==> config.mk <==
export PLATFORM = sky130hd
export DESIGN_NAME = dns_soa_record_field_parser_flat
export DESIGN_NICKNAME = d
export VERILOG_FILES = /design/src/rtl/dsoa_pkg.sv /design/src/rtl/dsoa_if.sv /design/src/rtl/dsoa_core.sv /design/src/rtl/dsoa_rfifo.sv /design/src/rtl/dns_soa_record_field_parser.sv /design/src/flat_wrapper.sv
export SDC_FILE = /design/constraint.sdc
export NUM_CORES = 1
export LEC_CHECK = 0
export BUFFER_PORTS_ARGS = -buffer_cell sky130_fd_sc_hd__buf_4
export CORE_UTILIZATION = 35
export DETAILED_ROUTE_END_ITERATION = 8
export PLACE_DENSITY_LB_ADDON = 0.25
export SKIP_CTS_REPAIR_TIMING = 1
export SLEW_MARGIN = 40
export SYNTH_ARGS = -nofsm -noshare
export SYNTH_HDL_FRONTEND = slang
export SYNTH_HIERARCHICAL = 1
export SYNTH_SLANG_ARGS = --single-unit
==> constraint.sdc <==
create_clock -name i_clk -period 23.2 [get_ports i_clk]
set_input_delay 3.48 -clock i_clk [delete_from_list [all_inputs] [get_ports i_clk]]
set_output_delay 3.48 -clock i_clk [all_outputs]
set_load 0.005 [all_outputs]
==> src/rtl/dsoa_pkg.sv <==
// ----------------------------------------------------------------------------
// dsoa_pkg
// Shared types, codes and lookup functions for the SOA record field parser.
// ----------------------------------------------------------------------------
`default_nettype none

package dsoa_pkg;

    localparam int unsigned MAX_RECORD_BYTES_DEF = 1024;
    localparam int unsigned OFFSET_W             = 10;
    localparam int unsigned VALUE_W              = 32;
    localparam int unsigned RQ_DEPTH             = 4;
    localparam int unsigned RQ_AW                = $clog2(RQ_DEPTH);

    // Parse phases, one-hot
    typedef enum logic [13:0] {
        PH_IDLE    = 14'b00000000000001,
        PH_OWNER   = 14'b00000000000010,
        PH_TYPE    = 14'b00000000000100,
        PH_CLASS   = 14'b00000000001000,
        PH_TTL     = 14'b00000000010000,
        PH_RDLEN   = 14'b00000000100000,
        PH_NS      = 14'b00000001000000,
        PH_MAIL    = 14'b00000010000000,
        PH_SERIAL  = 14'b00000100000000,
        PH_REFRESH = 14'b00001000000000,
        PH_RETRY   = 14'b00010000000000,
        PH_EXPIRE  = 14'b00100000000000,
        PH_MINIMUM = 14'b01000000000000,
        PH_DONE    = 14'b10000000000000
    } t_phase;

    typedef enum logic [3:0] {
        KIND_OWNER   = 4'd0,
        KIND_TYPE    = 4'd1,
        KIND_CLASS   = 4'd2,
        KIND_TTL     = 4'd3,
        KIND_NS      = 4'd4,
        KIND_MAIL    = 4'd5,
        KIND_SERIAL  = 4'd6,
        KIND_REFRESH = 4'd7,
        KIND_RETRY   = 4'd8,
        KIND_EXPIRE  = 4'd9,
        KIND_MINIMUM = 4'd10,
        KIND_TRUNC   = 4'd11
    } t_kind;

    typedef struct packed {
        t_kind                 kind;
        logic [VALUE_W-1:0]    value;
        logic [OFFSET_W-1:0]   offset;
        logic                  via_ptr;
        logic                  last;
    } t_result;

    // Up to two results pushed per processed byte
    typedef struct packed {
        logic [1:0] count;
        t_result    first;
        t_result    second;
    } t_push;

    function automatic t_kind phase_kind(input t_phase ph);
        t_kind k;
        unique case (ph)
            PH_TYPE:    k = KIND_TYPE;
            PH_CLASS:   k = KIND_CLASS;
            PH_TTL:     k = KIND_TTL;
            PH_NS:      k = KIND_NS;
            PH_MAIL:    k = KIND_MAIL;
            PH_SERIAL:  k = KIND_SERIAL;
            PH_REFRESH: k = KIND_REFRESH;
            PH_RETRY:   k = KIND_RETRY;
            PH_EXPIRE:  k = KIND_EXPIRE;
            PH_MINIMUM: k = KIND_MINIMUM;
            default:    k = KIND_OWNER;
        endcase
        return k;
    endfunction

    function automatic logic [2:0] phase_size(input t_phase ph);
        logic [2:0] s;
        unique case (ph) inside
            PH_TYPE, PH_CLASS, PH_RDLEN:                  s = 3'd2;
            PH_TTL, PH_SERIAL, PH_REFRESH, PH_RETRY,
            PH_EXPIRE, PH_MINIMUM:                        s = 3'd4;
            default:                                      s = 3'd0;
        endcase
        return s;
    endfunction

    function automatic t_phase phase_succ(input t_phase ph);
        t_phase p;
        unique case (ph)
            PH_OWNER:   p = PH_TYPE;
            PH_TYPE:    p = PH_CLASS;
            PH_CLASS:   p = PH_TTL;
            PH_TTL:     p = PH_RDLEN;
            PH_RDLEN:   p = PH_NS;
            PH_NS:      p = PH_MAIL;
            PH_MAIL:    p = PH_SERIAL;
            PH_SERIAL:  p = PH_REFRESH;
            PH_REFRESH: p = PH_RETRY;
            PH_RETRY:   p = PH_EXPIRE;
            PH_EXPIRE:  p = PH_MINIMUM;
            default:    p = PH_DONE;
        endcase
        return p;
    endfunction

endpackage

`default_nettype wire

==> src/rtl/dsoa_if.sv <==
// ----------------------------------------------------------------------------
// dsoa_if
// Valid/ready channels for record bytes in and parsed fields out.
// ----------------------------------------------------------------------------
`default_nettype none

interface dsoa_in_if;
    logic       valid;
    logic       ready;
    logic [7:0] data_byte;
    logic       record_start;

    modport source (output valid, output data_byte, output record_start, input ready);
    modport sink   (input valid, input data_byte, input record_start, output ready);
endinterface

interface dsoa_out_if;
    logic                               valid;
    logic                               ready;
    logic [3:0]                         field_kind;
    logic [dsoa_pkg::VALUE_W-1:0]       field_value;
    logic [dsoa_pkg::OFFSET_W-1:0]      field_offset;
    logic                               name_via_pointer;
    logic                               result_last;

    modport source (output valid, output field_kind, output field_value,
                    output field_offset, output name_via_pointer,
                    output result_last, input ready);
    modport sink   (input valid, input field_kind, input field_value,
                    input field_offset, input name_via_pointer,
                    input result_last, output ready);
endinterface

`default_nettype wire

==> src/rtl/dsoa_core.sv <==
// ----------------------------------------------------------------------------
// dsoa_core
// Input register and per-byte parse step; yields up to two results a byte.
// ----------------------------------------------------------------------------
`default_nettype none

module dsoa_core #(
    parameter int unsigned MAX_RECORD_BYTES = dsoa_pkg::MAX_RECORD_BYTES_DEF
) (
    input  wire logic            i_clk,
    input  wire logic            i_rst_n,
    dsoa_in_if.sink              i_rec,
    input  wire logic            i_room,
    output dsoa_pkg::t_push      o_push
);

    localparam int unsigned OFF_MAX = (1 << dsoa_pkg::OFFSET_W) - 1;
    localparam int unsigned CAP_INT = (MAX_RECORD_BYTES - 1 > OFF_MAX) ?
                                      OFF_MAX : MAX_RECORD_BYTES - 1;
    localparam logic [dsoa_pkg::OFFSET_W-1:0] OFFSET_CAP = dsoa_pkg::OFFSET_W'(CAP_INT);

    // input register
    logic       r_in_valid;
    logic [7:0] r_in_byte;
    logic       r_in_start;

    // parse state
    dsoa_pkg::t_phase              r_phase,  n_phase;
    logic [2:0]                    r_bleft,  n_bleft;
    logic [7:0]                    r_lbl,    n_lbl;
    logic [7:0]                    r_nlen,   n_nlen;
    logic [31:0]                   r_acc,    n_acc;
    logic [dsoa_pkg::OFFSET_W-1:0] r_roff,   n_roff;
    logic [dsoa_pkg::OFFSET_W-1:0] r_fstart, n_fstart;
    logic                          r_inptr,  n_inptr;

    logic                          w_fire;
    logic                          w_trunc;
    logic                          w_finish;
    logic                          w_emit;
    logic                          w_ptr;
    logic [31:0]                   w_value;
    dsoa_pkg::t_kind               w_kind;
    logic [dsoa_pkg::OFFSET_W-1:0] w_estart;
    logic [dsoa_pkg::OFFSET_W-1:0] w_nxt;
    dsoa_pkg::t_phase              w_next_ph;
    dsoa_pkg::t_result             w_trunc_res;
    dsoa_pkg::t_result             w_field_res;

    assign w_fire      = r_in_valid && i_room;
    assign i_rec.ready = i_rst_n && (!r_in_valid || w_fire);

    always_ff @(posedge i_clk) begin
        if (!i_rst_n) begin
            r_in_valid <= 1'b0;
        end else if (i_rec.valid && i_rec.ready) begin
            r_in_valid <= 1'b1;
        end else if (w_fire) begin
            r_in_valid <= 1'b0;
        end
    end

    always_ff @(posedge i_clk) begin
        if (i_rec.valid && i_rec.ready) begin
            r_in_byte  <= i_rec.data_byte;
            r_in_start <= i_rec.record_start;
        end
    end

    always_comb begin
        n_phase   = r_phase;
        n_bleft   = r_bleft;
        n_lbl     = r_lbl;
        n_nlen    = r_nlen;
        n_acc     = r_acc;
        n_roff    = r_roff;
        n_fstart  = r_fstart;
        n_inptr   = r_inptr;
        w_trunc   = 1'b0;
        w_finish  = 1'b0;
        w_emit    = 1'b0;
        w_ptr     = 1'b0;
        w_value   = '0;
        w_kind    = dsoa_pkg::KIND_OWNER;
        w_estart  = r_fstart;
        w_nxt     = r_roff;
        w_next_ph = dsoa_pkg::PH_DONE;

        // restart: cut-off record reports before the new one begins
        if (r_in_start) begin
            if (r_phase != dsoa_pkg::PH_IDLE && r_phase != dsoa_pkg::PH_DONE) begin
                w_trunc = 1'b1;
            end
            n_roff   = '0;
            n_phase  = dsoa_pkg::PH_OWNER;
            n_bleft  = '0;
            n_lbl    = '0;
            n_nlen   = '0;
            n_acc    = '0;
            n_inptr  = 1'b0;
            n_fstart = '0;
        end

        if (n_phase != dsoa_pkg::PH_IDLE && n_phase != dsoa_pkg::PH_DONE) begin
            if (n_phase == dsoa_pkg::PH_OWNER || n_phase == dsoa_pkg::PH_NS ||
                n_phase == dsoa_pkg::PH_MAIL) begin
                if (n_nlen != 8'hFF) begin
                    n_nlen = n_nlen + 8'd1;
                end
                if (n_inptr) begin
                    w_finish = 1'b1;
                    w_ptr    = 1'b1;
                end else if (n_lbl != 8'd0) begin
                    n_lbl = n_lbl - 8'd1;
                end else if (r_in_byte == 8'd0) begin
                    w_finish = 1'b1;
                end else if (r_in_byte[7:6] == 2'b11) begin
                    n_inptr = 1'b1;
                end else begin
                    n_lbl = r_in_byte;
                end
                w_value = {24'd0, n_nlen};
            end else begin
                n_acc = {n_acc[23:0], r_in_byte};
                if (n_bleft != 3'd0) begin
                    n_bleft = n_bleft - 3'd1;
                end
                if (n_bleft == 3'd0) begin
                    w_finish = 1'b1;
                end
                w_value = n_acc;
            end

            w_nxt = (n_roff < OFFSET_CAP) ? n_roff + dsoa_pkg::OFFSET_W'(1) : n_roff;

            if (w_finish) begin
                w_emit    = (n_phase != dsoa_pkg::PH_RDLEN);
                w_kind    = dsoa_pkg::phase_kind(n_phase);
                w_estart  = n_fstart;
                w_next_ph = dsoa_pkg::phase_succ(n_phase);
                n_phase   = w_next_ph;
                n_bleft   = dsoa_pkg::phase_size(w_next_ph);
                n_lbl     = '0;
                n_nlen    = '0;
                n_acc     = '0;
                n_inptr   = 1'b0;
                n_fstart  = w_nxt;
            end
            n_roff = w_nxt;
        end
    end

    always_comb begin
        w_trunc_res.kind    = dsoa_pkg::KIND_TRUNC;
        w_trunc_res.value   = 32'(r_roff);
        w_trunc_res.offset  = r_fstart;
        w_trunc_res.via_ptr = 1'b0;
        w_trunc_res.last    = !w_emit;

        w_field_res.kind    = w_kind;
        w_field_res.value   = w_value;
        w_field_res.offset  = w_estart;
        w_field_res.via_ptr = w_ptr;
        w_field_res.last    = 1'b1;

        if (w_trunc) begin
            o_push.first  = w_trunc_res;
            o_push.second = w_field_res;
            o_push.count  = w_emit ? 2'd2 : 2'd1;
        end else begin
            o_push.first  = w_field_res;
            o_push.second = w_field_res;
            o_push.count  = w_emit ? 2'd1 : 2'd0;
        end
        if (!w_fire) begin
            o_push.count = 2'd0;
        end
    end

    always_ff @(posedge i_clk) begin
        if (!i_rst_n) begin
            r_phase  <= dsoa_pkg::PH_IDLE;
            r_bleft  <= '0;
            r_lbl    <= '0;
            r_nlen   <= '0;
            r_acc    <= '0;
            r_roff   <= '0;
            r_fstart <= '0;
            r_inptr  <= 1'b0;
        end else if (w_fire) begin
            r_phase  <= n_phase;
            r_bleft  <= n_bleft;
            r_lbl    <= n_lbl;
            r_nlen   <= n_nlen;
            r_acc    <= n_acc;
            r_roff   <= n_roff;
            r_fstart <= n_fstart;
            r_inptr  <= n_inptr;
        end
    end

endmodule

`default_nettype wire

==> src/rtl/dsoa_rfifo.sv <==
// ----------------------------------------------------------------------------
// dsoa_rfifo
// Small result queue: takes up to two results a cycle, hands out one.
// ----------------------------------------------------------------------------
`default_nettype none

module dsoa_rfifo (
    input  wire logic            i_clk,
    input  wire logic            i_rst_n,
    input  dsoa_pkg::t_push      i_push,
    output logic                 o_room,
    dsoa_out_if.source           o_fld
);

    localparam int unsigned CW = dsoa_pkg::RQ_AW + 1;

    dsoa_pkg::t_result            r_mem [dsoa_pkg::RQ_DEPTH];
    logic [dsoa_pkg::RQ_AW-1:0]   r_wr;
    logic [dsoa_pkg::RQ_AW-1:0]   r_rd;
    logic [CW-1:0]                r_cnt;
    logic [CW-1:0]                n_cnt;
    logic                         w_pop;
    dsoa_pkg::t_result            w_head;

    // room for a full two-result push
    assign o_room = (r_cnt <= CW'(dsoa_pkg::RQ_DEPTH - 2));
    assign w_pop  = o_fld.valid && o_fld.ready;
    assign n_cnt  = r_cnt + CW'(i_push.count) - CW'(w_pop);

    always_ff @(posedge i_clk) begin
        if (i_push.count != 2'd0) begin
            r_mem[r_wr] <= i_push.first;
        end
        if (i_push.count == 2'd2) begin
            r_mem[r_wr + dsoa_pkg::RQ_AW'(1)] <= i_push.second;
        end
    end

    always_ff @(posedge i_clk) begin
        if (!i_rst_n) begin
            r_wr  <= '0;
            r_rd  <= '0;
            r_cnt <= '0;
        end else begin
            r_wr  <= r_wr + dsoa_pkg::RQ_AW'(i_push.count);
            r_rd  <= r_rd + dsoa_pkg::RQ_AW'(w_pop);
            r_cnt <= n_cnt;
        end
    end

    assign w_head                 = r_mem[r_rd];
    assign o_fld.valid            = (r_cnt != '0);
    assign o_fld.field_kind       = w_head.kind;
    assign o_fld.field_value      = w_head.value;
    assign o_fld.field_offset     = w_head.offset;
    assign o_fld.name_via_pointer = w_head.via_ptr;
    assign o_fld.result_last      = w_head.last;

endmodule

`default_nettype wire

==> src/rtl/dns_soa_record_field_parser.sv <==
// ----------------------------------------------------------------------------
// dns_soa_record_field_parser
// Byte-serial parser of a DNS SOA authority record into its fields.
// ----------------------------------------------------------------------------
// Usage:
//   i_rec carries one record byte per request, with record_start set on
//   the first byte of each record. o_fld carries one parsed field per
//   request: kind, value (integer or name length), start offset, a flag for
//   names closed by a compression pointer, and result_last on the final
//   result a byte causes. A byte causes zero, one or two results.
//   Data path: a byte taken from i_rec is held in the input register,
//   parsed by the combinational parse step and its results written to
//   the result queue, whose head drives o_fld. Throughput: one byte per
//   cycle while the queue has room for a double push; the output port hands
//   out one result a cycle; a truncation and a closed name go out in turn.
//   Reset: the parser goes idle, the result queue empties and i_rec.ready
//   is held low, so no byte is taken while reset is asserted.
//   Stall: when o_fld.ready is low results collect in a four-entry queue;
//   once fewer than two slots are free the parse step holds, the input
//   register fills and i_rec.ready drops.
// ----------------------------------------------------------------------------
`default_nettype none

module dns_soa_record_field_parser #(
    parameter int unsigned MAX_RECORD_BYTES = dsoa_pkg::MAX_RECORD_BYTES_DEF
) (
    input  wire logic    i_clk,
    input  wire logic    i_rst_n,
    dsoa_in_if.sink      i_rec,
    dsoa_out_if.source   o_fld
);

    // parse step to result queue
    dsoa_pkg::t_push w_push;
    // queue can take a double push
    logic            w_room;

    dsoa_core #(
        .MAX_RECORD_BYTES (MAX_RECORD_BYTES)
    ) u_core (
        .i_clk   (i_clk),
        .i_rst_n (i_rst_n),
        .i_rec   (i_rec),
        .i_room  (w_room),
        .o_push  (w_push)
    );

    dsoa_rfifo u_rfifo (
        .i_clk   (i_clk),
        .i_rst_n (i_rst_n),
        .i_push  (w_push),
        .o_room  (w_room),
        .o_fld   (o_fld)
    );

endmodule

`default_nettype wire
==> src/flat_wrapper.sv <==
// flat-port wrapper written by rule: the top's interface ports become plain ports
module dns_soa_record_field_parser_flat 
#(
    parameter int unsigned MAX_RECORD_BYTES = dsoa_pkg::MAX_RECORD_BYTES_DEF
)
  (i_clk, i_rst_n, i_rec_valid, i_rec_data_byte, i_rec_record_start, i_rec_ready, o_fld_valid, o_fld_field_kind, o_fld_field_value, o_fld_field_offset, o_fld_name_via_pointer, o_fld_result_last, o_fld_ready);
  dsoa_in_if i_rec_i ();
  dsoa_out_if o_fld_i ();
  input  wire logic i_clk;
  input  wire logic i_rst_n;
  input wire logic [$bits(i_rec_i.valid)-1:0] i_rec_valid;
  input wire logic [$bits(i_rec_i.data_byte)-1:0] i_rec_data_byte;
  input wire logic [$bits(i_rec_i.record_start)-1:0] i_rec_record_start;
  output wire logic [$bits(i_rec_i.ready)-1:0] i_rec_ready;
  output wire logic [$bits(o_fld_i.valid)-1:0] o_fld_valid;
  output wire logic [$bits(o_fld_i.field_kind)-1:0] o_fld_field_kind;
  output wire logic [$bits(o_fld_i.field_value)-1:0] o_fld_field_value;
  output wire logic [$bits(o_fld_i.field_offset)-1:0] o_fld_field_offset;
  output wire logic [$bits(o_fld_i.name_via_pointer)-1:0] o_fld_name_via_pointer;
  output wire logic [$bits(o_fld_i.result_last)-1:0] o_fld_result_last;
  input wire logic [$bits(o_fld_i.ready)-1:0] o_fld_ready;
  assign i_rec_i.valid = i_rec_valid;
  assign i_rec_i.data_byte = i_rec_data_byte;
  assign i_rec_i.record_start = i_rec_record_start;
  assign i_rec_ready = i_rec_i.ready;
  assign o_fld_valid = o_fld_i.valid;
  assign o_fld_field_kind = o_fld_i.field_kind;
  assign o_fld_field_value = o_fld_i.field_value;
  assign o_fld_field_offset = o_fld_i.field_offset;
  assign o_fld_name_via_pointer = o_fld_i.name_via_pointer;
  assign o_fld_result_last = o_fld_i.result_last;
  assign o_fld_i.ready = o_fld_ready;
  dns_soa_record_field_parser #(.MAX_RECORD_BYTES(MAX_RECORD_BYTES)) u_core (.i_clk(i_clk), .i_rst_n(i_rst_n), .i_rec(i_rec_i), .o_fld(o_fld_i));
endmodule
Yosys cells after proc, flatten, opt, wreduce, memory -nomap -nowiden
Memories as Yosys holds them, arrays and structs flattened. A register that Yosys moved wholly into a read port is not among the register bits.
Index checks and enable logic that the tools add are counted.
{"block": "totals", "reg_bits": 103, "ramBits": 192, "input_bits": 13, "mem_count": 1}
{"memory": "u_core.u_rfifo.r_mem", "words": 4, "word_bits": 48, "rd": 1, "rd_ports_with_merged_regs": 1, "write_ports": 2, "line": "dsoa_rfifo.sv:17", "source": "dsoa_pkg::t_result r_mem [dsoa_pkg::RQ_DEPTH];"}
{"block": "op_classes", "add_sub_neg": 9, "magnitude_cmp": 2, "n_eq_ne": 29, "muxes": 76, "n_reduce_logical": 20}
{"op": "$mux 32", "count": 6}
{"op": "$pmux 14 s11", "count": 1}
{"op": "$mux 8", "count": 13}
{"op": "$mux 98", "count": 1}
{"op": "$mux 10", "count": 8}
{"op": "$mux 14", "count": 5}
{"op": "$pmux 4 s10", "count": 1}
{"op": "$eq 14x10->1 const B", "count": 2}
{"op": "$eq 14x11->1 const B", "count": 2}
{"op": "$eq 14x12->1 const B", "count": 2}
{"op": "$eq 14x13->1 const B", "count": 2}
{"op": "$eq 14x3->1 const B", "count": 2}
{"op": "$eq 14x4->1 const B", "count": 2}
{"op": "$eq 14x5->1 const B", "count": 2}
{"op": "$eq 14x6->1 const B", "count": 2}
{"op": "$eq 14x9->1 const B", "count": 2}
{"op": "$mux 1", "count": 28}
{"op": "$ne 14x1->1 const B", "count": 2}
{"op": "$ne 14x14->1 const B", "count": 2}
{"op": "$mux 3", "count": 7}
{"op": "$eq 14x2->1 const B", "count": 1}
{"op": "$eq 14x7->1 const B", "count": 1}
{"op": "$eq 14x8->1 const B", "count": 1}
{"op": "$ne 14x6->1 const B", "count": 1}
{"op": "26 further kinds", "count": 40}

Longest topological paths before layout
Gate-level depths: netlist of the first run.
{"block": "depth", "ltp_word": 18, "mapped_depth": 22}

Hierarchy
The synthesis of the first run kept the hierarchy.
{"mod": "dsoa_rfifo", "n_inst": 1, "cells_each": 509, "area_each_um2": 9660.5, "seq_area_each_um2": 5905.7}
{"mod": "dsoa_core", "n_inst": 1, "cells_each": 643, "area_each_um2": 5560.3, "seq_area_each_um2": 1851.8}

Worst setup path after synthesis of the first run
OpenSTA, ideal clock, no wires.
{"block": "synth_path", "kind": "in2out", "start": "input i_rst_n", "end": "output i_rec_ready", "arrival_time_ps": 4219, "required_time_ps": 19720, "setup_slack_ps": 15501, "stages": 3, "n_path_buf": 2, "cell_sequence": "clkbuf_1 > clkbuf_1 > and2_1"}
{"block": "synth_between", "elab_chain_cells": 1}
{"element": "from (decl)", "line": "flat_wrapper.sv:10", "source": "input wire logic i_rst_n;"}
{"element": "$logic_and 1x1->1", "line": "dsoa_core.sv:51", "source": "assign i_rec.ready = i_rst_n && (!r_in_valid || w_fire);"}
{"element": "to (decl)", "line": "flat_wrapper.sv:14", "source": "output wire logic [$bits(i_rec_i.ready)-1:0] i_rec_ready;"}
Every way passes these cells.

Worst setup path after layout of the first run
Ends and elaborated chain as after synthesis.

==> results.json, run 1 <==
{
  "drt_iter0_drc": 653,
  "nFillCells": 4096,
  "clock_latency_ps": 570,
  "power_frac_seq": 0.452,
  "hold_slack_ps": 481,
  "multiInputGateArea_mm2": 0.00704,
  "io_pins": 63,
  "grt_antenna_before_repair": 0,
  "rsz0062_at_grt": "no",
  "syn2layout_area_growth_pct": 12.9,
  "wirelength_um": 39400,
  "io_buffers": 62,
  "dp_hpwl_um": 24000,
  "die_x_um": 211,
  "tightest_slew_ps": 864,
  "p_comb_frac": 0.176,
  "final_max_slew_viol_count": 0,
  "cts_sinks": 287,
  "seq_area_mm2": 0.00776,
  "utilization": 0.400,
  "gp_congestion": 0.826,
  "synth_seq_area_share": 0.510,
  "grt_usage": 0.177,
  "fmax_ghz": 0.135,
  "post-place-ws_ps": 15780,
  "dpl.cell_count": 1735,
  "cts.clk_slew.worst_paths_ps": 60,
  "max-cap-violations": 0,
  "syn_inst": 1152,
  "post-route-min-period_ps": 7400,
  "hold_path_class": "flip-flop to flip-flop",
  "setup_viol": 0,
  "cp_max_fo": 3,
  "power.density_mw_per_mm2": 75.5,
  "yosysWarnings": 6,
  "diodes": 0,
  "status": "finished, final reports clean",
  "power_frac_clock": 0.372,
  "grt_max_degree": 68,
  "start_kind": "input port",
  "netlist-cell-type-count": 90,
  "dieArea_mm2": 0.0443,
  "fin_cells": 1793,
  "overflow": 0,
  "cts_tree": "yes",
  "power.switching_mw": 0.343,
  "syn_area_mm2": 0.0152,
  "via_count": 9833,
  "syn_nets": 1176,
  "ys_async_sr_fraction": 0,
  "placedInstanceArea_mm2": 0.0162,
  "syn_area_per_cell_um2": 13.2,
  "antenna_left": 0,
  "ff2ff_setup_slack_ps": 17080,
  "internal-power_mw": 0.955,
  "endpoint_kind": "primary output",
  "rows": 76,
  "min_period_over_period": 0.319,
  "start_util": 0.354,
  "core_mm2": 0.0430,
  "hold_viol_final": 0,
  "finClkSkew_ps": 23.0,
  "maxSlewHeadroom": 0.420,
  "cts_buffer_depth": 3,
  "first_pass_iters": 5,
  "synth_edf_count": 201,
  "drc": 0,
  "setup_tns_ps": 0,
  "cp.arrival_ps": 3920,
  "fin_ws_ps": 15800,
  "grt_pass1_wl_um": 60500,
  "swShare": 0.264,
  "total_power_mw": 1.30,
  "avgViaCountPerCell": 5.48,
  "die_y_um": 211,
  "avgRoutedWirePerCell_um": 22.0,
  "clockRootBuffer": "clkbuf_16",
  "ys_seq_elements": 287,
  "timing_worst_setup_path_type": "input port to primary output",
  "layout-drive-gt1-share": 0.303,
  "layout.nets": 1208,
  "ir_worst_vdd_mv": 0.0610,
  "power.leakage_nw": 6.31,
  "final_cell_area_mm2": 0.0172,
  "grt_pass1_vias": 9807,
  "synth_ff_type": "edfxtp_1",
  "cts_max_level": 1,
  "cts_buffers": 31,
  "worstPathRequired_ps": 19720
}
[synth_stat cells, types with 13 or more instances]
master	number	share of area
and2_1	19	0.0078
o21ai_0	31	0.010
a32o_1	29	0.019
edfxtp_1	201	0.40
mux2_1	58	0.043
mux2_2	137	0.10
nor2_1	46	0.011
clkbuf_1	27	0.0067
buf_2	27	0.0089
nor2b_1	27	0.011
mux4_2	48	0.071
and3_1	51	0.021
dfxtp_1	86	0.11
buf_6	14	0.010
nand3_1	16	0.0053
a22o_1	20	0.012
a21oi_1	32	0.011
inv_1	13	0.0032
nor3_1	13	0.0043
nand2_1	52	0.013
[logic make-up (layout without fill, tap and decap cells)]
| family | Yosys count | count (layout) | share of synthesized area |
|---|---|---|---|
| xor+xnor | 15 | 15 | 0.0104 |
| mux | 252 | 252 | 0.221 |
| simple gates | 298 | 298 | 0.117 |
| buf+inv | 95 | 151 | 0.0343 |
| compound gates | 193 | 193 | 0.0974 |
| flops | 287 | 287 | 0.510 |
| fa+ha+maj | 11 | 11 | 0.00954 |
| other cells | 1 | 1 | 0.000246 |
[power by group through the flow]
stage	registers (mW)	logic, mW	clock network (mW)
after floorplan	0.584	0.158	0
after global placement	0.598	0.229	0
after detailed placement	0.599	0.231	0
after CTS	0.588	0.232	0.494
after global routing	0.590	0.248	0.512
final	0.587	0.228	0.483
[flip-flops by register name, summed over array words and instances (netlist names)]
signal and cells:
u_core/u_core/r_acc 24, u_core/u_core/r_bleft 3, u_core/u_core/r_fstart 10, u_core/u_core/r_in_byte 8
u_core/u_core/r_in_start 1, u_core/u_core/r_in_valid 1, u_core/u_core/r_inptr 1, u_core/u_core/r_lbl 8
u_core/u_core/r_nlen 8, u_core/u_core/r_phase 14, u_core/u_core/r_roff 10, u_core/u_rfifo/r_cnt 3
u_core/u_rfifo/r_mem 192, u_core/u_rfifo/r_rd 2, u_core/u_rfifo/r_wr 2
[area by class of cell]
type                            instances  share of cell area
Clock inverter                         10             0.00502
Multi-Input combinational cell        770               0.409
Inverter                               15             0.00328
Timing Repair Buffer                   79              0.0354
Clock buffer                           47              0.0528
Tap cell                              585              0.0426
Sequential cell                       287               0.452
[worst max-delay path, stage by stage]
cell    delay, ps
buf_4         140
and2_1        160
buf_4         140
[routing by layer]
metal,share of wire,global-route usage,wire length [um]
met5,0,0,0
met4,0.020,0.0505,804
met3,0.047,0.0223,1860
met2,0.48,0.296,19000
met1,0.45,0.240,17700
[worst paths after layout]
path              depth (start not counted)                          to                startpoint
hold reg to reg                           2    u_core/u_core/r_bleft[0]  u_core/u_core/r_bleft[0]
hold / removal                            2    u_core/u_core/r_bleft[0]  u_core/u_core/r_bleft[0]
setup / recovery                          3                 i_rec_ready                   i_rst_n
setup reg to reg                         15  u_core/u_rfifo/r_mem[3][9]  u_core/u_core/r_in_start
[layout by cell type (no fill, tap or decap), types with 16 or more instances in the layout]
cell type and n:
a21oi_1 32, nand3_1 16, nor2b_1 27, mux2_2 137
nor2_1 43, o21ai_0 30, and3_1 51, mux4_2 48
clkbuf_16 31, mux2_1 58, and2_1 19, a22o_1 20
nand2_1 52, dfxtp_1 84, edfxtp_1 201, a32o_1 29
buf_4 76
No activity file was read; power rests on OpenSTA's default activity.
==> run 2, diff against run 1 <==
==> constraint.sdc (replaced) <==
create_clock -name i_clk -period 6.4 [get_ports i_clk]
set_input_delay 0.96 -clock i_clk [delete_from_list [all_inputs] [get_ports i_clk]]
set_output_delay 0.96 -clock i_clk [all_outputs]
set_load 0.005 [all_outputs]
==> run 2 against run 1 <==
Global-route usage up 0.26 points. Worst hold slack improved by 11 ps. Sequential share of layout area decreased by 0.14 points. Critical path depth grew 13. Combinational power grew to 3.7 times the previous value. Via count grew 1.4%.
==> results.json, run 2 (synthesized netlist as in run 1, its figures left out) <==
{
  "drt_iter0_drc": 714,
  "cts_buffer_depth": 3,
  "cp_slowest_cell": "and4bb_2",
  "die_x_um": 211,
  "ff2ff_setup_slack_ps": 1270,
  "gp_congestion": 0.825,
  "endpoint_kind": "flip-flop",
  "die_y_um": 211,
  "avgRoutedWirePerCell_um": 22.1,
  "antenna_left": 0,
  "hold_path_class": "flip-flop to flip-flop",
  "first_pass_iters": 7,
  "wirelength_um": 39600,
  "utilization": 0.401,
  "start_kind": "flip-flop",
  "cts_buffers": 31,
  "layout-drive-gt1-share": 0.299,
  "worstPathRequired_ps": 6650,
  "cts_max_level": 1,
  "grt_pass1_vias": 10050,
  "rsz0062_at_grt": "no",
  "dieArea_mm2": 0.0443,
  "cp_common_cell": "ha_1",
  "hold_viol_final": 0,
  "nFillCells": 4125,
  "largest_register_ffs": 192,
  "placedInstanceArea_mm2": 0.0163,
  "grt_max_degree": 67,
  "power.leakage_nw": 6.32,
  "final_cell_area_mm2": 0.0172,
  "cp.arrival_ps": 5370,
  "finClkSkew_ps": 13.7,
  "power.density_mw_per_mm2": 272,
  "layout.nets": 1211,
  "final_max_slew_viol_count": 0,
  "multiInputGateArea_mm2": 0.00703,
  "tightest_slew_ps": 851,
  "dp_hpwl_um": 24900,
  "drc": 0,
  "reg2reg_depth": 16,
  "status": "finished, final reports clean",
  "setup_tns_ps": 0,
  "timing_worst_setup_path_type": "flip-flop to flip-flop",
  "setup_viol": 0,
  "total_power_mw": 4.69,
  "cp_max_fo": 32,
  "dpl.cell_count": 1739,
  "grt_antenna_before_repair": 0,
  "clock_latency_ps": 570,
  "rows": 76,
  "regMostFlops": "u_core/u_rfifo/r_mem",
  "fin_cells": 1797,
  "cts_sinks": 287,
  "max-cap-violations": 0,
  "post-route-min-period_ps": 5130,
  "avgViaCountPerCell": 5.55,
  "ir_worst_vdd_mv": 0.197,
  "clockRootBuffer": "clkbuf_16",
  "maxSlewHeadroom": 0.433,
  "grt_pass1_wl_um": 61300,
  "hold_depth": 1,
  "path_cells": "buf_4, nand2b_1, ha_1, ha_1, nor4bb_1, a31oi_1, o221ai_2, o211ai_2, buf_4, nor2_1, ha_1, inv_1, nor2_1, and4bb_2, o21bai_4, buf_12",
  "io_buffers": 62,
  "cts.clk_slew.worst_paths_ps": 60,
  "cts_tree": "yes",
  "seq_area_mm2": 0.00776,
  "start_util": 0.354,
  "cpPeakStageDelay_ps": 690,
  "io_pins": 63,
  "final_common_cell": "edfxtp_1",
  "fmax_ghz": 0.195,
  "via_count": 9969,
  "min_period_over_period": 0.801,
  "overflow": 0,
  "syn2layout_area_growth_pct": 13.3,
  "core_mm2": 0.0430,
  "top_regs": "u_core/u_rfifo/r_mem (192), u_core/u_core/r_acc (24), u_core/u_core/r_phase (14)",
  "layout_common_cells": "edfxtp_1 (201), mux2_2 (137), dfxtp_1 (84), buf_4 (75), mux2_1 (58)",
  "grt_usage": 0.180
}
run 2: cell count changes in the layout (fill, tap and decap cells not counted), moves of 2 or more:
cell / previous run / this run
clkbuf_8: 7 / 2
clkinv_1: 2 / 7
buf_12: 0 / 7
buf_6: 2 / 0
run 2: per-stage QoR:
stage	hold WS, ps	worst slack (ps)
2_1_floorplan	438	79.9
3_3_place_gp	462	1480
3_5_place_dp	469	1260
4_1_cts	489	1240
5_1_grt	496	961
6_report	492	1270
run 2: power by group:
group / switching (mW) / total [mW] / internal (mW)
Clock: 0.726 / 1.72 / 0.990
Combinational: 0.439 / 0.841 / 0.402
Sequential: 0.0803 / 2.13 / 2.05
run 2: layer usage:
layer	up-vias	GRT usage	part of all wire
li1	4594	-	-
met5	-	0	0
met4	0	0.0447	0.020
met2	253	0.303	0.48
met3	56	0.0200	0.042
met1	5066	0.246	0.46
run 2: cell type report:
class,count,share of cell area
clock buffers,42,0.0485
multi-input cells,770,0.408
flip-flops and latches,287,0.450
well taps,585,0.0424
repair buffers,82,0.0408
inverters,15,0.00326
diodes,1,0.000145
clock inverters,15,0.00711
run 2: worst paths after layout:
path,endpoint,from
worst max-delay path,u_core/u_rfifo/r_mem[2][2],u_core/u_core/r_in_start
worst min-delay path,u_core/u_core/r_fstart[9],u_core/u_core/r_fstart[9]
worst max register to register,u_core/u_rfifo/r_mem[2][2],u_core/u_core/r_in_start
worst min register to register,u_core/u_core/r_fstart[9],u_core/u_core/r_fstart[9]
run 2: critical path: cells and delay by family (launching register included):
family / cells / cell delay [ps]
buffers and inverters: 4 / 860
flip-flops: 1 / 470
AO/OA/AOI/OAI: 4 / 1010
AND/OR/NAND/NOR: 5 / 1770
adder cells (fa/ha/maj): 3 / 640
